===== src/hw/rtl/tle_pkg.sv =====
// Shared types and constants of the terminal line editor.
package tle_pkg;

    localparam int LINE_SIZE   = 64;
    localparam int ADDR_W      = $clog2(LINE_SIZE);
    localparam int CNT_W       = 7;
    localparam int QUEUE_DEPTH = 2;

    localparam logic [7:0] CH_ESC     = 8'h1b;
    localparam logic [7:0] CH_BRACKET = 8'h5b;
    localparam logic [7:0] CH_LEFT    = 8'h44;
    localparam logic [7:0] CH_RIGHT   = 8'h43;
    localparam logic [7:0] CH_DEL     = 8'h7f;
    localparam logic [7:0] CH_BS      = 8'h08;
    localparam logic [7:0] CH_SPACE   = 8'h20;
    localparam logic [7:0] CH_TILDE   = 8'h7e;
    localparam logic [7:0] CH_ENTER   = 8'd13;

    localparam logic [1:0] KIND_STATUS = 2'd0;
    localparam logic [1:0] KIND_CHAR   = 2'd1;
    localparam logic [1:0] KIND_EMPTY  = 2'd2;

    typedef logic [2:0] t_op;
    localparam t_op OP_STATUS = 3'd0;
    localparam t_op OP_LEFT   = 3'd1;
    localparam t_op OP_RIGHT  = 3'd2;
    localparam t_op OP_ENTER  = 3'd3;
    localparam t_op OP_BKSP   = 3'd4;
    localparam t_op OP_INSERT = 3'd5;

    typedef struct packed {
        t_op        op;
        logic [7:0] data;
    } t_cmd;

    typedef struct packed {
        logic valid;
        logic full;
    } t_queue_status;

endpackage


===== src/hw/rtl/tle_front.sv =====
// Front end: takes received bytes, tracks escape sequences and classifies each byte.
module tle_front
    import tle_pkg::*;
(
    input  logic          i_clk,
    input  logic          i_rst_n,
    input  logic          s_axis_tvalid,
    output logic          s_axis_tready,
    input  logic [7:0]    s_axis_tdata,   // rx_byte
    input  logic          i_cfg_valid,
    output logic          o_cfg_ready,
    input  logic          i_cfg_data,
    input  t_queue_status i_q_status,
    output logic          o_push,
    output t_cmd          o_cmd
);

    localparam logic [1:0] ESC_NORMAL  = 2'd0;
    localparam logic [1:0] ESC_GOT_ESC = 2'd1;
    localparam logic [1:0] ESC_GOT_BRK = 2'd2;

    logic       r_edit_mode;
    logic [1:0] r_esc;
    logic [1:0] n_esc;
    t_op        w_op;
    logic       w_accept;

    assign s_axis_tready = !i_q_status.full;
    assign o_cfg_ready   = 1'b1;
    assign w_accept      = s_axis_tvalid && !i_q_status.full;
    assign o_push        = w_accept && r_edit_mode;
    assign o_cmd.op      = w_op;
    assign o_cmd.data    = s_axis_tdata;

    always_comb begin
        n_esc = ESC_NORMAL;
        w_op  = OP_STATUS;
        if (s_axis_tdata == CH_ESC) begin
            n_esc = ESC_GOT_ESC;
        end else if (r_esc == ESC_GOT_ESC && s_axis_tdata == CH_BRACKET) begin
            n_esc = ESC_GOT_BRK;
        end else if (r_esc == ESC_GOT_BRK && s_axis_tdata == CH_LEFT) begin
            w_op = OP_LEFT;
        end else if (r_esc == ESC_GOT_BRK && s_axis_tdata == CH_RIGHT) begin
            w_op = OP_RIGHT;
        end else if (s_axis_tdata == CH_ENTER) begin
            w_op = OP_ENTER;
        end else if (s_axis_tdata == CH_DEL || s_axis_tdata == CH_BS) begin
            w_op = OP_BKSP;
        end else if (s_axis_tdata >= CH_SPACE && s_axis_tdata <= CH_TILDE) begin
            w_op = OP_INSERT;
        end
    end

    always_ff @(posedge i_clk) begin
        if (!i_rst_n) begin
            r_edit_mode <= 1'b1;
            r_esc       <= ESC_NORMAL;
        end else begin
            if (i_cfg_valid) begin
                r_edit_mode <= i_cfg_data;
            end
            if (o_push) begin
                r_esc <= n_esc;
            end
        end
    end

endmodule


===== src/hw/rtl/tle_queue.sv =====
// Short command queue between the front end and the line engine.
module tle_queue
    import tle_pkg::*;
(
    input  logic          i_clk,
    input  logic          i_rst_n,
    input  logic          i_push,
    input  t_cmd          i_cmd,
    input  logic          i_pop,
    output t_cmd          o_cmd,
    output t_queue_status o_status
);

    localparam int PTR_W = $clog2(QUEUE_DEPTH);
    localparam int CNT_QW = $clog2(QUEUE_DEPTH + 1);

    t_cmd              r_entry [QUEUE_DEPTH];
    logic [PTR_W-1:0]  r_wptr;
    logic [PTR_W-1:0]  r_rptr;
    logic [CNT_QW-1:0] r_count;
    logic              w_push;
    logic              w_pop;

    assign o_status.valid = (r_count != '0);
    assign o_status.full  = (r_count == CNT_QW'(QUEUE_DEPTH));
    assign o_cmd          = r_entry[r_rptr];
    assign w_push         = i_push && !o_status.full;
    assign w_pop          = i_pop && o_status.valid;

    always_ff @(posedge i_clk) begin
        if (w_push) begin
            r_entry[r_wptr] <= i_cmd;
        end
    end

    always_ff @(posedge i_clk) begin
        if (!i_rst_n) begin
            r_wptr  <= '0;
            r_rptr  <= '0;
            r_count <= '0;
        end else begin
            if (w_push) begin
                r_wptr <= r_wptr + PTR_W'(1);
            end
            if (w_pop) begin
                r_rptr <= r_rptr + PTR_W'(1);
            end
            if (w_push && !w_pop) begin
                r_count <= r_count + CNT_QW'(1);
            end else if (w_pop && !w_push) begin
                r_count <= r_count - CNT_QW'(1);
            end
        end
    end

endmodule


===== src/hw/rtl/tle_back.sv =====
// Line engine: holds the line buffer, carries out edits and emits results.
module tle_back
    import tle_pkg::*;
(
    input  logic              i_clk,
    input  logic              i_rst_n,
    input  t_queue_status     i_q_status,
    input  t_cmd              i_cmd,
    output logic              o_pop,
    output logic              m_axis_tvalid,
    input  logic              m_axis_tready,
    output logic [23:0]       m_axis_tdata,   // char_value, line_length, cursor_pos, zero pad
    output logic [1:0]        m_axis_tuser,   // kind
    output logic              m_axis_tlast    // is_last
);

    localparam logic [2:0] S_IDLE  = 3'd0;
    localparam logic [2:0] S_SHIFT = 3'd1;
    localparam logic [2:0] S_FIN   = 3'd2;
    localparam logic [2:0] S_EREAD = 3'd3;
    localparam logic [2:0] S_EOUT  = 3'd4;

    logic [7:0]        r_mem [LINE_SIZE];
    logic [7:0]        r_rdata;

    logic [2:0]        r_state, n_state;
    logic [CNT_W-1:0]  r_len, n_len;
    logic [CNT_W-1:0]  r_cur, n_cur;
    logic [CNT_W-1:0]  r_src, n_src;
    logic [ADDR_W-1:0] r_dst, n_dst;
    logic [CNT_W-1:0]  r_cnt, n_cnt;
    logic              r_pend, n_pend;
    logic              r_up, n_up;
    logic              r_ins, n_ins;
    logic [7:0]        r_byte, n_byte;
    logic [CNT_W-1:0]  r_n, n_n;
    logic [ADDR_W-1:0] r_idx, n_idx;

    logic              r_out_valid, n_out_valid;
    logic [1:0]        r_kind, n_kind;
    logic [7:0]        r_char, n_char;
    logic              r_last, n_last;
    logic [CNT_W-1:0]  r_olen, n_olen;
    logic [CNT_W-1:0]  r_ocur, n_ocur;

    logic              w_out_free;
    logic              w_ren;
    logic [ADDR_W-1:0] w_raddr;
    logic              w_we;
    logic [ADDR_W-1:0] w_waddr;
    logic [7:0]        w_wdata;
    logic              w_full;
    logic [CNT_W-1:0]  w_base_len;
    logic [CNT_W-1:0]  w_base_cur;
    logic              w_is_last;

    assign w_out_free    = !r_out_valid || m_axis_tready;
    assign m_axis_tvalid = r_out_valid;
    assign m_axis_tuser  = r_kind;
    assign m_axis_tlast  = r_last;
    assign m_axis_tdata  = {2'b00, r_ocur, r_olen, r_char};
    assign w_full        = (r_len >= CNT_W'(LINE_SIZE));
    assign w_base_len    = w_full ? '0 : r_len;
    assign w_base_cur    = w_full ? '0 : r_cur;
    assign w_is_last     = ({1'b0, r_idx} == (r_n - CNT_W'(1)));

    always_comb begin
        n_state     = r_state;
        n_len       = r_len;
        n_cur       = r_cur;
        n_src       = r_src;
        n_dst       = r_dst;
        n_cnt       = r_cnt;
        n_pend      = r_pend;
        n_up        = r_up;
        n_ins       = r_ins;
        n_byte      = r_byte;
        n_n         = r_n;
        n_idx       = r_idx;
        n_out_valid = r_out_valid && !m_axis_tready;
        n_kind      = r_kind;
        n_char      = r_char;
        n_last      = r_last;
        n_olen      = r_olen;
        n_ocur      = r_ocur;
        o_pop       = 1'b0;
        w_ren       = 1'b0;
        w_raddr     = r_src[ADDR_W-1:0];
        w_we        = 1'b0;
        w_waddr     = r_dst;
        w_wdata     = r_rdata;

        unique case (r_state)
            S_IDLE: begin
                if (i_q_status.valid && w_out_free) begin
                    o_pop = 1'b1;
                    case (i_cmd.op)
                        OP_LEFT: begin
                            if (r_cur != '0) begin
                                n_cur = r_cur - CNT_W'(1);
                            end
                        end
                        OP_RIGHT: begin
                            if (r_cur < r_len) begin
                                n_cur = r_cur + CNT_W'(1);
                            end
                        end
                        OP_BKSP: begin
                            if (r_cur != '0) begin
                                n_src   = r_cur;
                                n_cnt   = r_len - r_cur;
                                n_up    = 1'b1;
                                n_ins   = 1'b0;
                                n_pend  = 1'b0;
                                n_state = S_SHIFT;
                            end
                        end
                        OP_INSERT: begin
                            n_len   = w_base_len;
                            n_cur   = w_base_cur;
                            n_src   = w_base_len - CNT_W'(1);
                            n_cnt   = w_base_len - w_base_cur;
                            n_up    = 1'b0;
                            n_ins   = 1'b1;
                            n_pend  = 1'b0;
                            n_byte  = i_cmd.data;
                            n_state = S_SHIFT;
                        end
                        OP_ENTER: begin
                            if (r_len != '0) begin
                                n_n     = r_len;
                                n_len   = '0;
                                n_cur   = '0;
                                n_idx   = '0;
                                n_state = S_EREAD;
                            end
                        end
                        default: begin
                        end
                    endcase
                    if (n_state == S_IDLE) begin
                        n_out_valid = 1'b1;
                        n_kind      = (i_cmd.op == OP_ENTER) ? KIND_EMPTY : KIND_STATUS;
                        n_char      = '0;
                        n_last      = 1'b1;
                        n_olen      = n_len;
                        n_ocur      = n_cur;
                    end
                end
            end
            S_SHIFT: begin
                if (r_pend) begin
                    w_we = 1'b1;
                end
                if (r_cnt != '0) begin
                    w_ren  = 1'b1;
                    n_pend = 1'b1;
                    n_cnt  = r_cnt - CNT_W'(1);
                    if (r_up) begin
                        n_dst = ADDR_W'(r_src - CNT_W'(1));
                        n_src = r_src + CNT_W'(1);
                    end else begin
                        n_dst = ADDR_W'(r_src + CNT_W'(1));
                        n_src = r_src - CNT_W'(1);
                    end
                end else begin
                    n_pend = 1'b0;
                    if (!r_pend) begin
                        n_state = S_FIN;
                    end
                end
            end
            S_FIN: begin
                if (w_out_free) begin
                    if (r_ins) begin
                        w_we    = 1'b1;
                        w_waddr = r_cur[ADDR_W-1:0];
                        w_wdata = r_byte;
                        n_len   = r_len + CNT_W'(1);
                        n_cur   = r_cur + CNT_W'(1);
                    end else begin
                        n_len   = r_len - CNT_W'(1);
                        n_cur   = r_cur - CNT_W'(1);
                    end
                    n_out_valid = 1'b1;
                    n_kind      = KIND_STATUS;
                    n_char      = '0;
                    n_last      = 1'b1;
                    n_olen      = n_len;
                    n_ocur      = n_cur;
                    n_state     = S_IDLE;
                end
            end
            S_EREAD: begin
                w_ren   = 1'b1;
                w_raddr = r_idx;
                n_state = S_EOUT;
            end
            S_EOUT: begin
                if (w_out_free) begin
                    n_out_valid = 1'b1;
                    n_kind      = KIND_CHAR;
                    n_char      = r_rdata;
                    n_last      = w_is_last;
                    n_olen      = '0;
                    n_ocur      = '0;
                    if (w_is_last) begin
                        n_state = S_IDLE;
                    end else begin
                        w_ren   = 1'b1;
                        w_raddr = r_idx + ADDR_W'(1);
                        n_idx   = r_idx + ADDR_W'(1);
                    end
                end
            end
            default: begin
                n_state = S_IDLE;
            end
        endcase
    end

    always_ff @(posedge i_clk) begin
        if (w_we) begin
            r_mem[w_waddr] <= w_wdata;
        end
        if (w_ren) begin
            r_rdata <= r_mem[w_raddr];
        end
    end

    always_ff @(posedge i_clk) begin
        r_src  <= n_src;
        r_dst  <= n_dst;
        r_cnt  <= n_cnt;
        r_up   <= n_up;
        r_ins  <= n_ins;
        r_byte <= n_byte;
        r_n    <= n_n;
        r_idx  <= n_idx;
        r_kind <= n_kind;
        r_char <= n_char;
        r_last <= n_last;
        r_olen <= n_olen;
        r_ocur <= n_ocur;
    end

    always_ff @(posedge i_clk) begin
        if (!i_rst_n) begin
            r_state     <= S_IDLE;
            r_len       <= '0;
            r_cur       <= '0;
            r_pend      <= 1'b0;
            r_out_valid <= 1'b0;
        end else begin
            r_state     <= n_state;
            r_len       <= n_len;
            r_cur       <= n_cur;
            r_pend      <= n_pend;
            r_out_valid <= n_out_valid;
        end
    end

endmodule


===== src/hw/rtl/terminal_line_editor_top.sv =====
// Top level of the terminal line editor.
//
// Received terminal bytes enter on the s_axis stream, one byte per transaction.
// The front end classifies each byte and tracks escape sequences, then places a
// command in a two-entry queue; the line engine behind it edits a 64-byte line
// buffer held in a single-port-write, registered-read memory.
// Each edit produces one status transaction on m_axis carrying the new length
// and cursor. Enter produces one transaction per line character, tlast on the
// final one, or a single empty-line marker.
// A status result passes through the command queue and then the result register.
// Insert and backspace move the characters right of the cursor through the
// memory port, one per cycle, and then update the length and cursor.
// Enter reads the first character and then emits the line character by character,
// reading each next character as the current one goes to the result register.
// In ymodem mode (cfg register 0) bytes are accepted and dropped.
// Reset empties the line, clears the escape state and selects shell mode.
// When m_axis stalls the result register holds; the queue keeps accepting bytes
// until it is full, after which s_axis_tready goes low.
module terminal_line_editor_top
    import tle_pkg::*;
(
    input  logic        i_clk,
    input  logic        i_rst_n,
    input  logic        s_axis_tvalid,
    output logic        s_axis_tready,
    input  logic [7:0]  s_axis_tdata,   // rx_byte
    output logic        m_axis_tvalid,
    input  logic        m_axis_tready,
    output logic [23:0] m_axis_tdata,   // char_value, line_length, cursor_pos, zero pad
    output logic [1:0]  m_axis_tuser,   // kind
    output logic        m_axis_tlast,   // is_last
    input  logic        i_cfg_valid,
    output logic        o_cfg_ready,
    input  logic        i_cfg_data      // edit_mode
);

    t_queue_status w_q_status;
    t_cmd          w_push_cmd;
    t_cmd          w_pop_cmd;
    logic          w_push;
    logic          w_pop;

    tle_front u_front (
        .i_clk         (i_clk),
        .i_rst_n       (i_rst_n),
        .s_axis_tvalid (s_axis_tvalid),
        .s_axis_tready (s_axis_tready),
        .s_axis_tdata  (s_axis_tdata),
        .i_cfg_valid   (i_cfg_valid),
        .o_cfg_ready   (o_cfg_ready),
        .i_cfg_data    (i_cfg_data),
        .i_q_status    (w_q_status),
        .o_push        (w_push),
        .o_cmd         (w_push_cmd)
    );

    tle_queue u_queue (
        .i_clk    (i_clk),
        .i_rst_n  (i_rst_n),
        .i_push   (w_push),
        .i_cmd    (w_push_cmd),
        .i_pop    (w_pop),
        .o_cmd    (w_pop_cmd),
        .o_status (w_q_status)
    );

    tle_back u_back (
        .i_clk         (i_clk),
        .i_rst_n       (i_rst_n),
        .i_q_status    (w_q_status),
        .i_cmd         (w_pop_cmd),
        .o_pop         (w_pop),
        .m_axis_tvalid (m_axis_tvalid),
        .m_axis_tready (m_axis_tready),
        .m_axis_tdata  (m_axis_tdata),
        .m_axis_tuser  (m_axis_tuser),
        .m_axis_tlast  (m_axis_tlast)
    );

endmodule


===== config.mk =====
export PLATFORM = sky130hd
export DESIGN_NAME = terminal_line_editor_top
export DESIGN_NICKNAME = d
export VERILOG_FILES = /design/src/hw/rtl/tle_pkg.sv /design/src/hw/rtl/tle_front.sv /design/src/hw/rtl/tle_queue.sv /design/src/hw/rtl/tle_back.sv /design/src/hw/rtl/terminal_line_editor_top.sv
export SDC_FILE = /design/constraint.sdc
export NUM_CORES = 1
export LEC_CHECK = 0
export ABC_CLOCK_PERIOD_IN_PS = 8400
export BUFFER_PORTS_ARGS = -buffer_cell sky130_fd_sc_hd__buf_4
export CAP_MARGIN = 40
export CORE_MARGIN = 2
export CORE_UTILIZATION = 40
export CTS_CLUSTER_DIAMETER = 50
export DETAILED_ROUTE_END_ITERATION = 8
export GPL_TIMING_DRIVEN = 1
export HOLD_SLACK_MARGIN = 0.02
export PLACE_DENSITY = 0.64
export SYNTH_ARGS = -nofsm -noshare
export SYNTH_HDL_FRONTEND = slang
export SYNTH_SLANG_ARGS = --single-unit

===== constraint.sdc =====
create_clock -name i_clk -period 8.4 [get_ports i_clk]
set_input_delay 0.42 -clock i_clk [delete_from_list [all_inputs] [get_ports i_clk]]
set_output_delay 0.42 -clock i_clk [all_outputs]
set_load 0.02 [all_outputs]

==> impl_metrics.json, run 1 <==
{
  "status": "complete, no violations",
  "drv_slew": 0,
  "area_growth_pct": 12.6,
  "track_usage": 0.210,
  "p_int_w": 0.00684,
  "ys_seq_elements": 636,
  "power_leakage_nw": 10.7,
  "max_slew_margin": 0.369,
  "clk_path_buf_depth": 3,
  "yosys_warnings": 0,
  "chipWidth_microns": 269,
  "timing_worst_slew_pin_value_ns": 0.943,
  "antenna_found_initial": 4,
  "pwr-share-comb": 0.333,
  "synth_top_area_frac": 0.652,
  "avgSynthCellArea_sq_um": 12.2,
  "synth_fa_ha_area_frac": 0.0151,
  "synth.distinct_cells": 77,
  "drt_wl_total_microns": 75700,
  "cp_num_buf_inv": 2,
  "ys_seq_area_frac": 0.671,
  "route.detailed.drc": 0,
  "clock-sinks": 636,
  "place_congestion": 0.893,
  "synth_top_family_by_area": "simple AND/OR/NAND/NOR gates",
  "crit_path_max_incr_delay_ns": 0.69,
  "vdd_drop_max_mv": 0.207,
  "cts_max_level": 3,
  "setup_viol": 0,
  "end_kind": "register",
  "arrival_ns": 5.35,
  "seqPwrFrac": 0.393,
  "startpoint_type": "register",
  "fin_nets": 2365,
  "ys_async_sr_fraction": 0,
  "setup_slack_ns": 3.41,
  "clkPwrFrac": 0.274,
  "synth-compound-area-share": 0.0757,
  "via_per_inst": 5.66,
  "synth-edff-count": 609,
  "hold_viol": 0,
  "drt_iter0_drc": 2215,
  "cts-root-buf": "clkbuf_16",
  "pre_cts_ws_ns": 3.49,
  "maxCapViolCount": 0,
  "power.density_mw_per_mm2": 342,
  "path_delay_family": "simple AND/OR/NAND/NOR gates",
  "slowest_stage": "nand2_1",
  "ant_nets": 0,
  "yosys_most_used_dff": "edfxtp_1",
  "die_h_microns": 269,
  "diodes": 0,
  "grt_pass1_wl_microns": 114000,
  "fp-row-count": 97,
  "fmax_ghz": 0.200,
  "period_share": 0.594,
  "vias": 18800,
  "grt_max_degree": 145,
  "synth-simple-area-share": 0.160,
  "synthXorXnorAreaFrac": 0.0159,
  "cts_tree": "done",
  "synth.cells.most_frequent": "edfxtp_1, nand2_1, nand3_1",
  "syn_area_sq_mm": 0.0281,
  "cts_made_buffers": 71,
  "cts.clk_slew.worst_paths_ns": 0.06,
  "core-area_sq_mm": 0.0698,
  "crit_type": "reg2reg",
  "wl_per_cell_microns": 22.8,
  "clock_insertion_delay_worst_skew_ns": 0.62,
  "overflow": 0,
  "postCtsSetupRepairBufs": 0,
  "yosysTopAreaCell": "edfxtp_1",
  "dp_hpwl_microns": 49100,
  "swShare": 0.367,
  "dieArea_sq_mm": 0.0723,
  "finalSetupTns_ns": 0,
  "synth_cells": 2290,
  "synth.most_common_cell": "edfxtp_1",
  "p_sw_w": 0.00397,
  "start_util": 0.402,
  "clock_skew_ns": 0.0292,
  "fin_crit_ns": 4.99,
  "post_route_cells_drive_above_1_share": 0.0934,
  "crit_chain": "inv_1 -> ha_1 -> nor3b_1 -> xnor2_1 -> nor4_4 -> and3_1 -> a211o_4 -> buf_12 -> nand2_1 -> o2111ai_1 -> nor4_1 -> or4_1",
  "numPortBuffers": 40,
  "grt_pass1_vias": 17900,
  "dr.pass1.iters": 6,
  "critPathRequiredTime_ns": 8.76,
  "io_pins": 44,
  "worstHoldPathType": "in2reg",
  "worstPathMaxFanout": 144,
  "synth_mux_area_frac": 0.0318,
  "synthTopCellsByArea": "edfxtp_1, nand2_1, nand3_1",
  "rsz0062_at_grt": "false"
}
layout by cell type (no fill, tap or decap), types with 36 or more instances in the layout:
master / n
edfxtp_1: 609
nand2_1: 487
nand3_1: 190
nor2_1: 133
a21oi_1: 112
clkbuf_16: 73
buf_4: 66
mux2i_1: 64
o21ai_0: 47
inv_1: 41
xnor2_1: 36
layer usage:
metal / share of wire / GRT usage / vias to the layer above / wire length (microns)
met1: 0.40 / 0.272 / 9240 / 30100
met2: 0.48 / 0.348 / 812 / 36300
met4: 0.048 / 0.0901 / 4 / 3600
met3: 0.074 / 0.0384 / 203 / 5630
li1: - / - / 8501 / -
met5: 0.00044 / 0 / - / 33
layout make-up:
type | count | area (sq um)
inverters | 45 | 169
flip-flops and latches | 636 | 18800
clock inverters | 45 | 363
clock buffers | 85 | 1870
fillers | 6235 | 38200
well taps | 940 | 1180
multi-input cells | 1484 | 8450
repair buffers | 81 | 736
per-stage QoR:
step | cell area [sq um] | total power [W] | hold WS, ns | cells | util
after floorplan | 28100 | 0.00659 | 0.441 | 2291 | -
after global placement | 29100 | 0.00777 | 0.459 | 3167 | 0.417
after detailed placement | 29300 | 0.00788 | 0.468 | 3180 | 0.420
after CTS | 31600 | 0.0108 | 0.0295 | 3316 | 0.453
after global routing | 31600 | 0.0113 | 0.0344 | 3316 | 0.453
final | 31600 | 0.0108 | 0.0559 | 3316 | 0.453
registers in the layout, indices dropped and copies added, names as in the netlist, 3 cells and up, named ones only:
register         cells
u_back.r_cur         7
u_back.r_dst         6
u_back.r_rdata       8
u_back.r_ocur        7
u_queue.r_entry     22
u_back.r_byte        8
u_back.r_n           7
u_back.r_cnt         7
u_back.r_olen        7
u_back.r_src         6
u_back.r_mem       512
u_back.r_char        8
u_back.r_idx         6
u_back.r_len         7
u_back.r_state       3
cell families (layout without fill, tap and decap cells):
kind of cell             after synthesis  count (layout)
AND/OR/NAND/NOR                      995             995
flip-flops                           636             636
AO/OA/AOI/OAI                        318             318
buffers and inverters                171             256
multiplexers                          85              85
XOR/XNOR                              51              51
adder cells (fa/ha/maj)               32              32
other                                  2               3
final timing paths:
check | slack (ns) | start | cells after the start | to
setup reg to reg | 3.41 | u_back.r_n[0] | 12 | u_back.r_rdata[7]
hold reg to reg | 0.50 | u_front.r_esc[0] | 2 | u_front.r_esc[0]
setup / recovery | 3.41 | u_back.r_n[0] | 12 | u_back.r_rdata[7]
hold / removal | 0.06 | s_axis_tdata[1] | 1 | u_queue.r_entry[0][1]
what timing repair did:
action	CTS	global route
gates resized for setup	0	0
hold buffers	6	0
endpoints found under the hold margin	9	0
worst reg2reg max path, delay by kind of cell (launching register included):
kind	cells	cell delay, ns
xor+xnor	1	0.14
fa+ha+maj	1	0.26
flops	1	0.50
compound gates	2	0.67
buf+inv	2	0.59
simple gates	6	2.57
power by group through the flow:
stage | logic (W) | registers [W] | clock network (W)
final | 0.00360 | 0.00425 | 0.00296
after global routing | 0.00390 | 0.00427 | 0.00313
after global placement | 0.00346 | 0.00431 | 0
after detailed placement | 0.00357 | 0.00431 | 0
after floorplan | 0.00233 | 0.00427 | 0
after CTS | 0.00359 | 0.00425 | 0.00300
Power figures use the tool's default switching activity.
==> inputs of run 2 (changes only) <==
- ABC_CLOCK_PERIOD_IN_PS: 8400 -> 4180
- PLACE_DENSITY: 0.64 -> 0.66
- clock period: 8.4 -> 4.18 ns (I/O delays scaled with it)
==> impl_metrics.json, run 2 (same netlist as run 1, synthesis figures left out) <==
{
  "status": "complete, no violations",
  "track_usage": 0.208,
  "cts_tree": "done",
  "clk_path_buf_depth": 3,
  "arrival_ns": 4.34,
  "period_share": 0.952,
  "finalSetupTns_ns": 0,
  "wl_per_cell_microns": 22.1,
  "drt_iter0_drc": 2150,
  "start_util": 0.402,
  "antenna_found_initial": 2,
  "io_pins": 44,
  "fin_crit_ns": 3.98,
  "cts-root-buf": "clkbuf_16",
  "regMostFlops": "u_back.r_mem",
  "fmax_ghz": 0.251,
  "numPortBuffers": 40,
  "mostFrequentLayoutCells": "edfxtp_1, nand2_1, nand3_1",
  "nFillCells": 6188,
  "clock_skew_ns": 0.0250,
  "fin_nets": 2453,
  "dp_hpwl_microns": 49700,
  "worstPathMaxFanout": 62,
  "crit_chain": "inv_1 -> ha_1 -> o21bai_1 -> a21boi_1 -> a2111o_1 -> and3_1 -> buf_4 -> a32oi_4 -> buf_12 -> nand4_1 -> a31oi_1 -> o22ai_1 -> or3_1",
  "drv_slew": 0,
  "cts_made_buffers": 68,
  "postLayoutCellArea_sq_mm": 0.0323,
  "max_slew_margin": 0.391,
  "vias": 19000,
  "dpl_cell_area_sq_mm": 0.0300,
  "chipWidth_microns": 269,
  "maxCapViolCount": 0,
  "layout_commonest_cell": "edfxtp_1",
  "slowest_stage": "a32oi_4",
  "largest_register_ffs": 512,
  "cp_num_buf_inv": 3,
  "clock_insertion_delay_worst_skew_ns": 0.61,
  "crit_path_max_incr_delay_ns": 0.50,
  "cts_max_level": 3,
  "critPathRequiredTime_ns": 4.54,
  "startpoint_type": "register",
  "setup_viol": 0,
  "power_w": 0.0219,
  "post_route_cells_drive_above_1_share": 0.123,
  "area_growth_pct": 15.1,
  "drt_wl_total_microns": 75100,
  "end_kind": "register",
  "place_congestion": 0.879,
  "ant_nets": 0,
  "via_per_inst": 5.60,
  "route.detailed.drc": 0,
  "overflow": 0,
  "vdd_drop_max_mv": 0.524,
  "grt_pass1_vias": 18300,
  "reg_top3": "u_back.r_mem (512), u_queue.r_entry (22)",
  "fp-row-count": 97,
  "grt_max_degree": 85,
  "hold_viol": 0,
  "power.density_mw_per_mm2": 680,
  "diodes": 0,
  "worstHoldPathType": "in2reg",
  "cts.clk_slew.worst_paths_ns": 0.06,
  "crit_type": "reg2reg",
  "power_leakage_nw": 11.2,
  "dieArea_sq_mm": 0.0723,
  "rsz0062_at_grt": "false",
  "path_delay_family": "compound AO/OA/AOI/OAI gates",
  "core-area_sq_mm": 0.0698,
  "timing_worst_slew_pin_value_ns": 0.891,
  "die_h_microns": 269,
  "clock-sinks": 636,
  "dr.pass1.iters": 6,
  "grt_pass1_wl_microns": 113000
}
## run 2: tightest hold or removal path, cell delays in order
cell and delay (ns):
buf_4 0.10, nand2b_1 0.25, a31oi_1 0.11
## run 2: repair_timing
item                       CTS  global route
hold endpoints to repair    31             0
buffers inserted             0             4
gates resized for setup      1             2
setup endpoints to repair    1             6
pin swaps                    0             1
hold buffers                12             0
## run 2: final timing paths
path,startpoint,end,slack (ns),depth (start not counted)
hold / removal,m_axis_tready,u_back.r_len[6],0.10,3
setup / recovery,u_back.r_n[1],u_back.r_rdata[6],0.20,13
hold reg to reg,u_front.r_esc[0],u_front.r_esc[0],0.53,2
setup reg to reg,u_back.r_n[1],u_back.r_rdata[6],0.20,13
## run 2: final cells by class
type / instances / area [sq um] / share of cell area
Inverter: 45 / 169 / 0.00523
Sequential cell: 636 / 18800 / 0.583
Clock inverter: 35 / 359 / 0.0111
Tap cell: 940 / 1180 / 0.0364
Timing Repair Buffer: 172 / 1520 / 0.0471
Clock buffer: 85 / 1790 / 0.0554
Multi-Input combinational cell: 1484 / 8440 / 0.261
## run 2: layer usage
metal / global-route usage / vias up / wire, microns
li1: - / 8658 / -
met4: 0.0758 / 4 / 2560
met2: 0.350 / 795 / 36800
met5: 0 / - / 27
met1: 0.263 / 9408 / 29900
met3: 0.0460 / 166 / 5770
## run 2: power breakdown
part	switching (W)	internal [W]	leakage [nW]	total, W
Clock	0.00249	0.00337	1.05	0.00586
Sequential	0.000357	0.00812	5.73	0.00847
Combinational	0.00507	0.00254	4.40	0.00761
Total	0.00791	0.0140	11.2	0.0219
## run 2: per-stage QoR
| stage | hold WS [ns] | std cells | util | setup slack, ns |
|---|---|---|---|---|
| 6_report | 0.103 | 3397 | 0.463 | 0.200 |
| 5_1_grt | 0.110 | 3397 | 0.463 | 0.000550 |
| 4_1_cts | 0.0664 | 3393 | 0.462 | 0.125 |
| 3_5_place_dp | 0.428 | 3261 | 0.429 | -0.0120 |
| 3_3_place_gp | 0.423 | 3254 | 0.428 | 0.0743 |
| 2_1_floorplan | 0.308 | 2291 | - | 0.728 |
==> inputs of run 3 (changes only) <==
- ABC_CLOCK_PERIOD_IN_PS: 4180 -> 3300
- SETUP_SLACK_MARGIN: default -> 0.5
- clock period: 4.18 -> 3.3 ns (I/O delays scaled with it)
==> impl_metrics.json, run 3 (same netlist as run 1, synthesis figures left out) <==
{
  "status": "finished with violations",
  "violations": "setup timing",
  "crit_chain": "buf_6 -> o21ai_0 -> nor4bb_2 -> a2111o_1 -> buf_4 -> a31oi_4 -> mux2_4 -> buf_6 -> nor3_4 -> buf_6 -> clkbuf_16 -> nand3_1 -> o2111ai_1 -> nor4_2 -> or4_1",
  "hold_viol": 0,
  "overflow": 0,
  "clk_path_buf_depth": 3,
  "cts-root-buf": "clkbuf_16",
  "crit_top_cell": "buf_6",
  "arrival_ns": 4.25,
  "fmax_ghz": 0.259,
  "worstPathMaxFanout": 12,
  "area_growth_pct": 23.7,
  "vdd_drop_max_mv": 0.614,
  "post_route_cells_drive_above_1_share": 0.227,
  "track_usage": 0.215,
  "finalSetupTns_ns": -4.07,
  "start_util": 0.402,
  "timing_worst_slew_pin_value_ns": 0.936,
  "multiInputGateArea_sq_mm": 0.00928,
  "dr.pass1.iters": 6,
  "place_congestion": 0.921,
  "fin_util": 0.497,
  "drt_iter0_drc": 2325,
  "cts.clk_slew.worst_paths_ns": 0.06,
  "regMostFlops": "u_back.r_mem",
  "mostFrequentLayoutCells": "edfxtp_1, nand2_1, buf_4",
  "wl_per_cell_microns": 22.4,
  "reg_top3": "u_back.r_mem (512), u_queue.r_entry (22)",
  "largest_register_ffs": 512,
  "power_w": 0.0300,
  "numPortBuffers": 40,
  "fin_hold_ws_ns": 0.0622,
  "drv_slew": 0,
  "drt_wl_total_microns": 79200,
  "grt_use_met1": 0.286,
  "io_pins": 44,
  "cts_made_buffers": 71,
  "layout_commonest_cell": "edfxtp_1",
  "crit_path_max_incr_delay_ns": 0.46,
  "rrSetupSlack_ns": -0.57,
  "fp-row-count": 97,
  "grt_pass1_wl_microns": 117000,
  "cts_tree": "done",
  "dieArea_sq_mm": 0.0723,
  "period_share": 1.17,
  "crit_type": "reg2reg",
  "clock_skew_ns": 0.0392,
  "chipWidth_microns": 269,
  "slowest_stage": "edfxtp_1",
  "fin_nets": 2578,
  "power.density_mw_per_mm2": 866,
  "rsz0062_at_grt": "true",
  "max_slew_margin": 0.376,
  "grt_max_degree": 65,
  "clock_insertion_delay_worst_skew_ns": 0.64,
  "register_area_sq_mm": 0.0188,
  "grt_pass1_vias": 19200,
  "ant_nets": 0,
  "route.detailed.drc": 0,
  "worstHoldPathType": "in2reg",
  "grt-busiest-layer": "met2",
  "antenna_found_initial": 2,
  "fin_crit_ns": 3.87,
  "core-area_sq_mm": 0.0698,
  "die_h_microns": 269,
  "vias": 19800,
  "via_per_inst": 5.61,
  "startpoint_type": "register",
  "nFillCells": 5901,
  "end_kind": "register",
  "setup_viol": 8,
  "power_leakage_nw": 12.1,
  "clock-sinks": 636,
  "grt_use_met2": 0.354,
  "pre_cts_ws_ns": -0.716,
  "dp_hpwl_microns": 50600,
  "maxCapViolCount": 0,
  "use_met3": 0.0370,
  "cts_max_level": 3,
  "setup_slack_ns": -0.568,
  "critPathRequiredTime_ns": 3.68
}
==> run 3: final cells by class <==
class                      instances  area share
clock inverter                    48      0.0141
antenna                            1   0.0000721
clock buffer                      83      0.0543
tap                              940      0.0339
sequential                       636       0.543
inverter                          45     0.00487
multi-input combinational       1485       0.268
timing repair buffer             293      0.0824
==> run 3: final timing paths <==
path / startpoint / to / depth (start not counted)
worst min register to register: u_front.r_esc[0] / u_front.r_esc[0] / 2
worst min-delay path: s_axis_tvalid / u_front.r_esc[0] / 4
worst max register to register: u_back.r_n[0] / u_back.r_rdata[2] / 15
worst max-delay path: u_back.r_n[0] / u_back.r_rdata[2] / 15
==> run 3: where the power goes <==
group          total, W  leakage, nW  internal [W]  switching, W
clock           0.00801         1.16       0.00464       0.00337
sequential       0.0106         5.73        0.0103      0.000333
combinational    0.0114         5.25       0.00422       0.00718
==> run 3: per-layer routing <==
metal  part of all wire  vias to the layer above
met5                  0                        -
met4              0.035                        0
met3              0.088                      167
met2               0.48                     1053
met1               0.40                     9659
li1                   -                     8920
==> run 3: repair_timing <==
item,4_1_cts,5_1_grt
endpoints found under the setup margin,564,623
gates resized for setup,96,93
hold buffers,12,0
setup buffers,26,18
pin swaps,18,40
endpoints found under the hold margin,44,0
cloned,2,5
==> run 3: worst max-delay path: cells and delay by family (launching register included) <==
family	cells	cell delay [ns]
DFF	1	0.46
muxes	1	0.39
and+or+nand+nor	5	1.00
buffers and inverters	5	0.82
AOI/OAI and AO/OA	4	0.96
==> run 3: stage by stage <==
stage | area, sq um | instances
global route | 34700 | 3530
floorplan | 28300 | 2291
finish | 34700 | 3531
detailed placement | 30800 | 3336
global placement | 30800 | 3334
CTS | 34000 | 3507
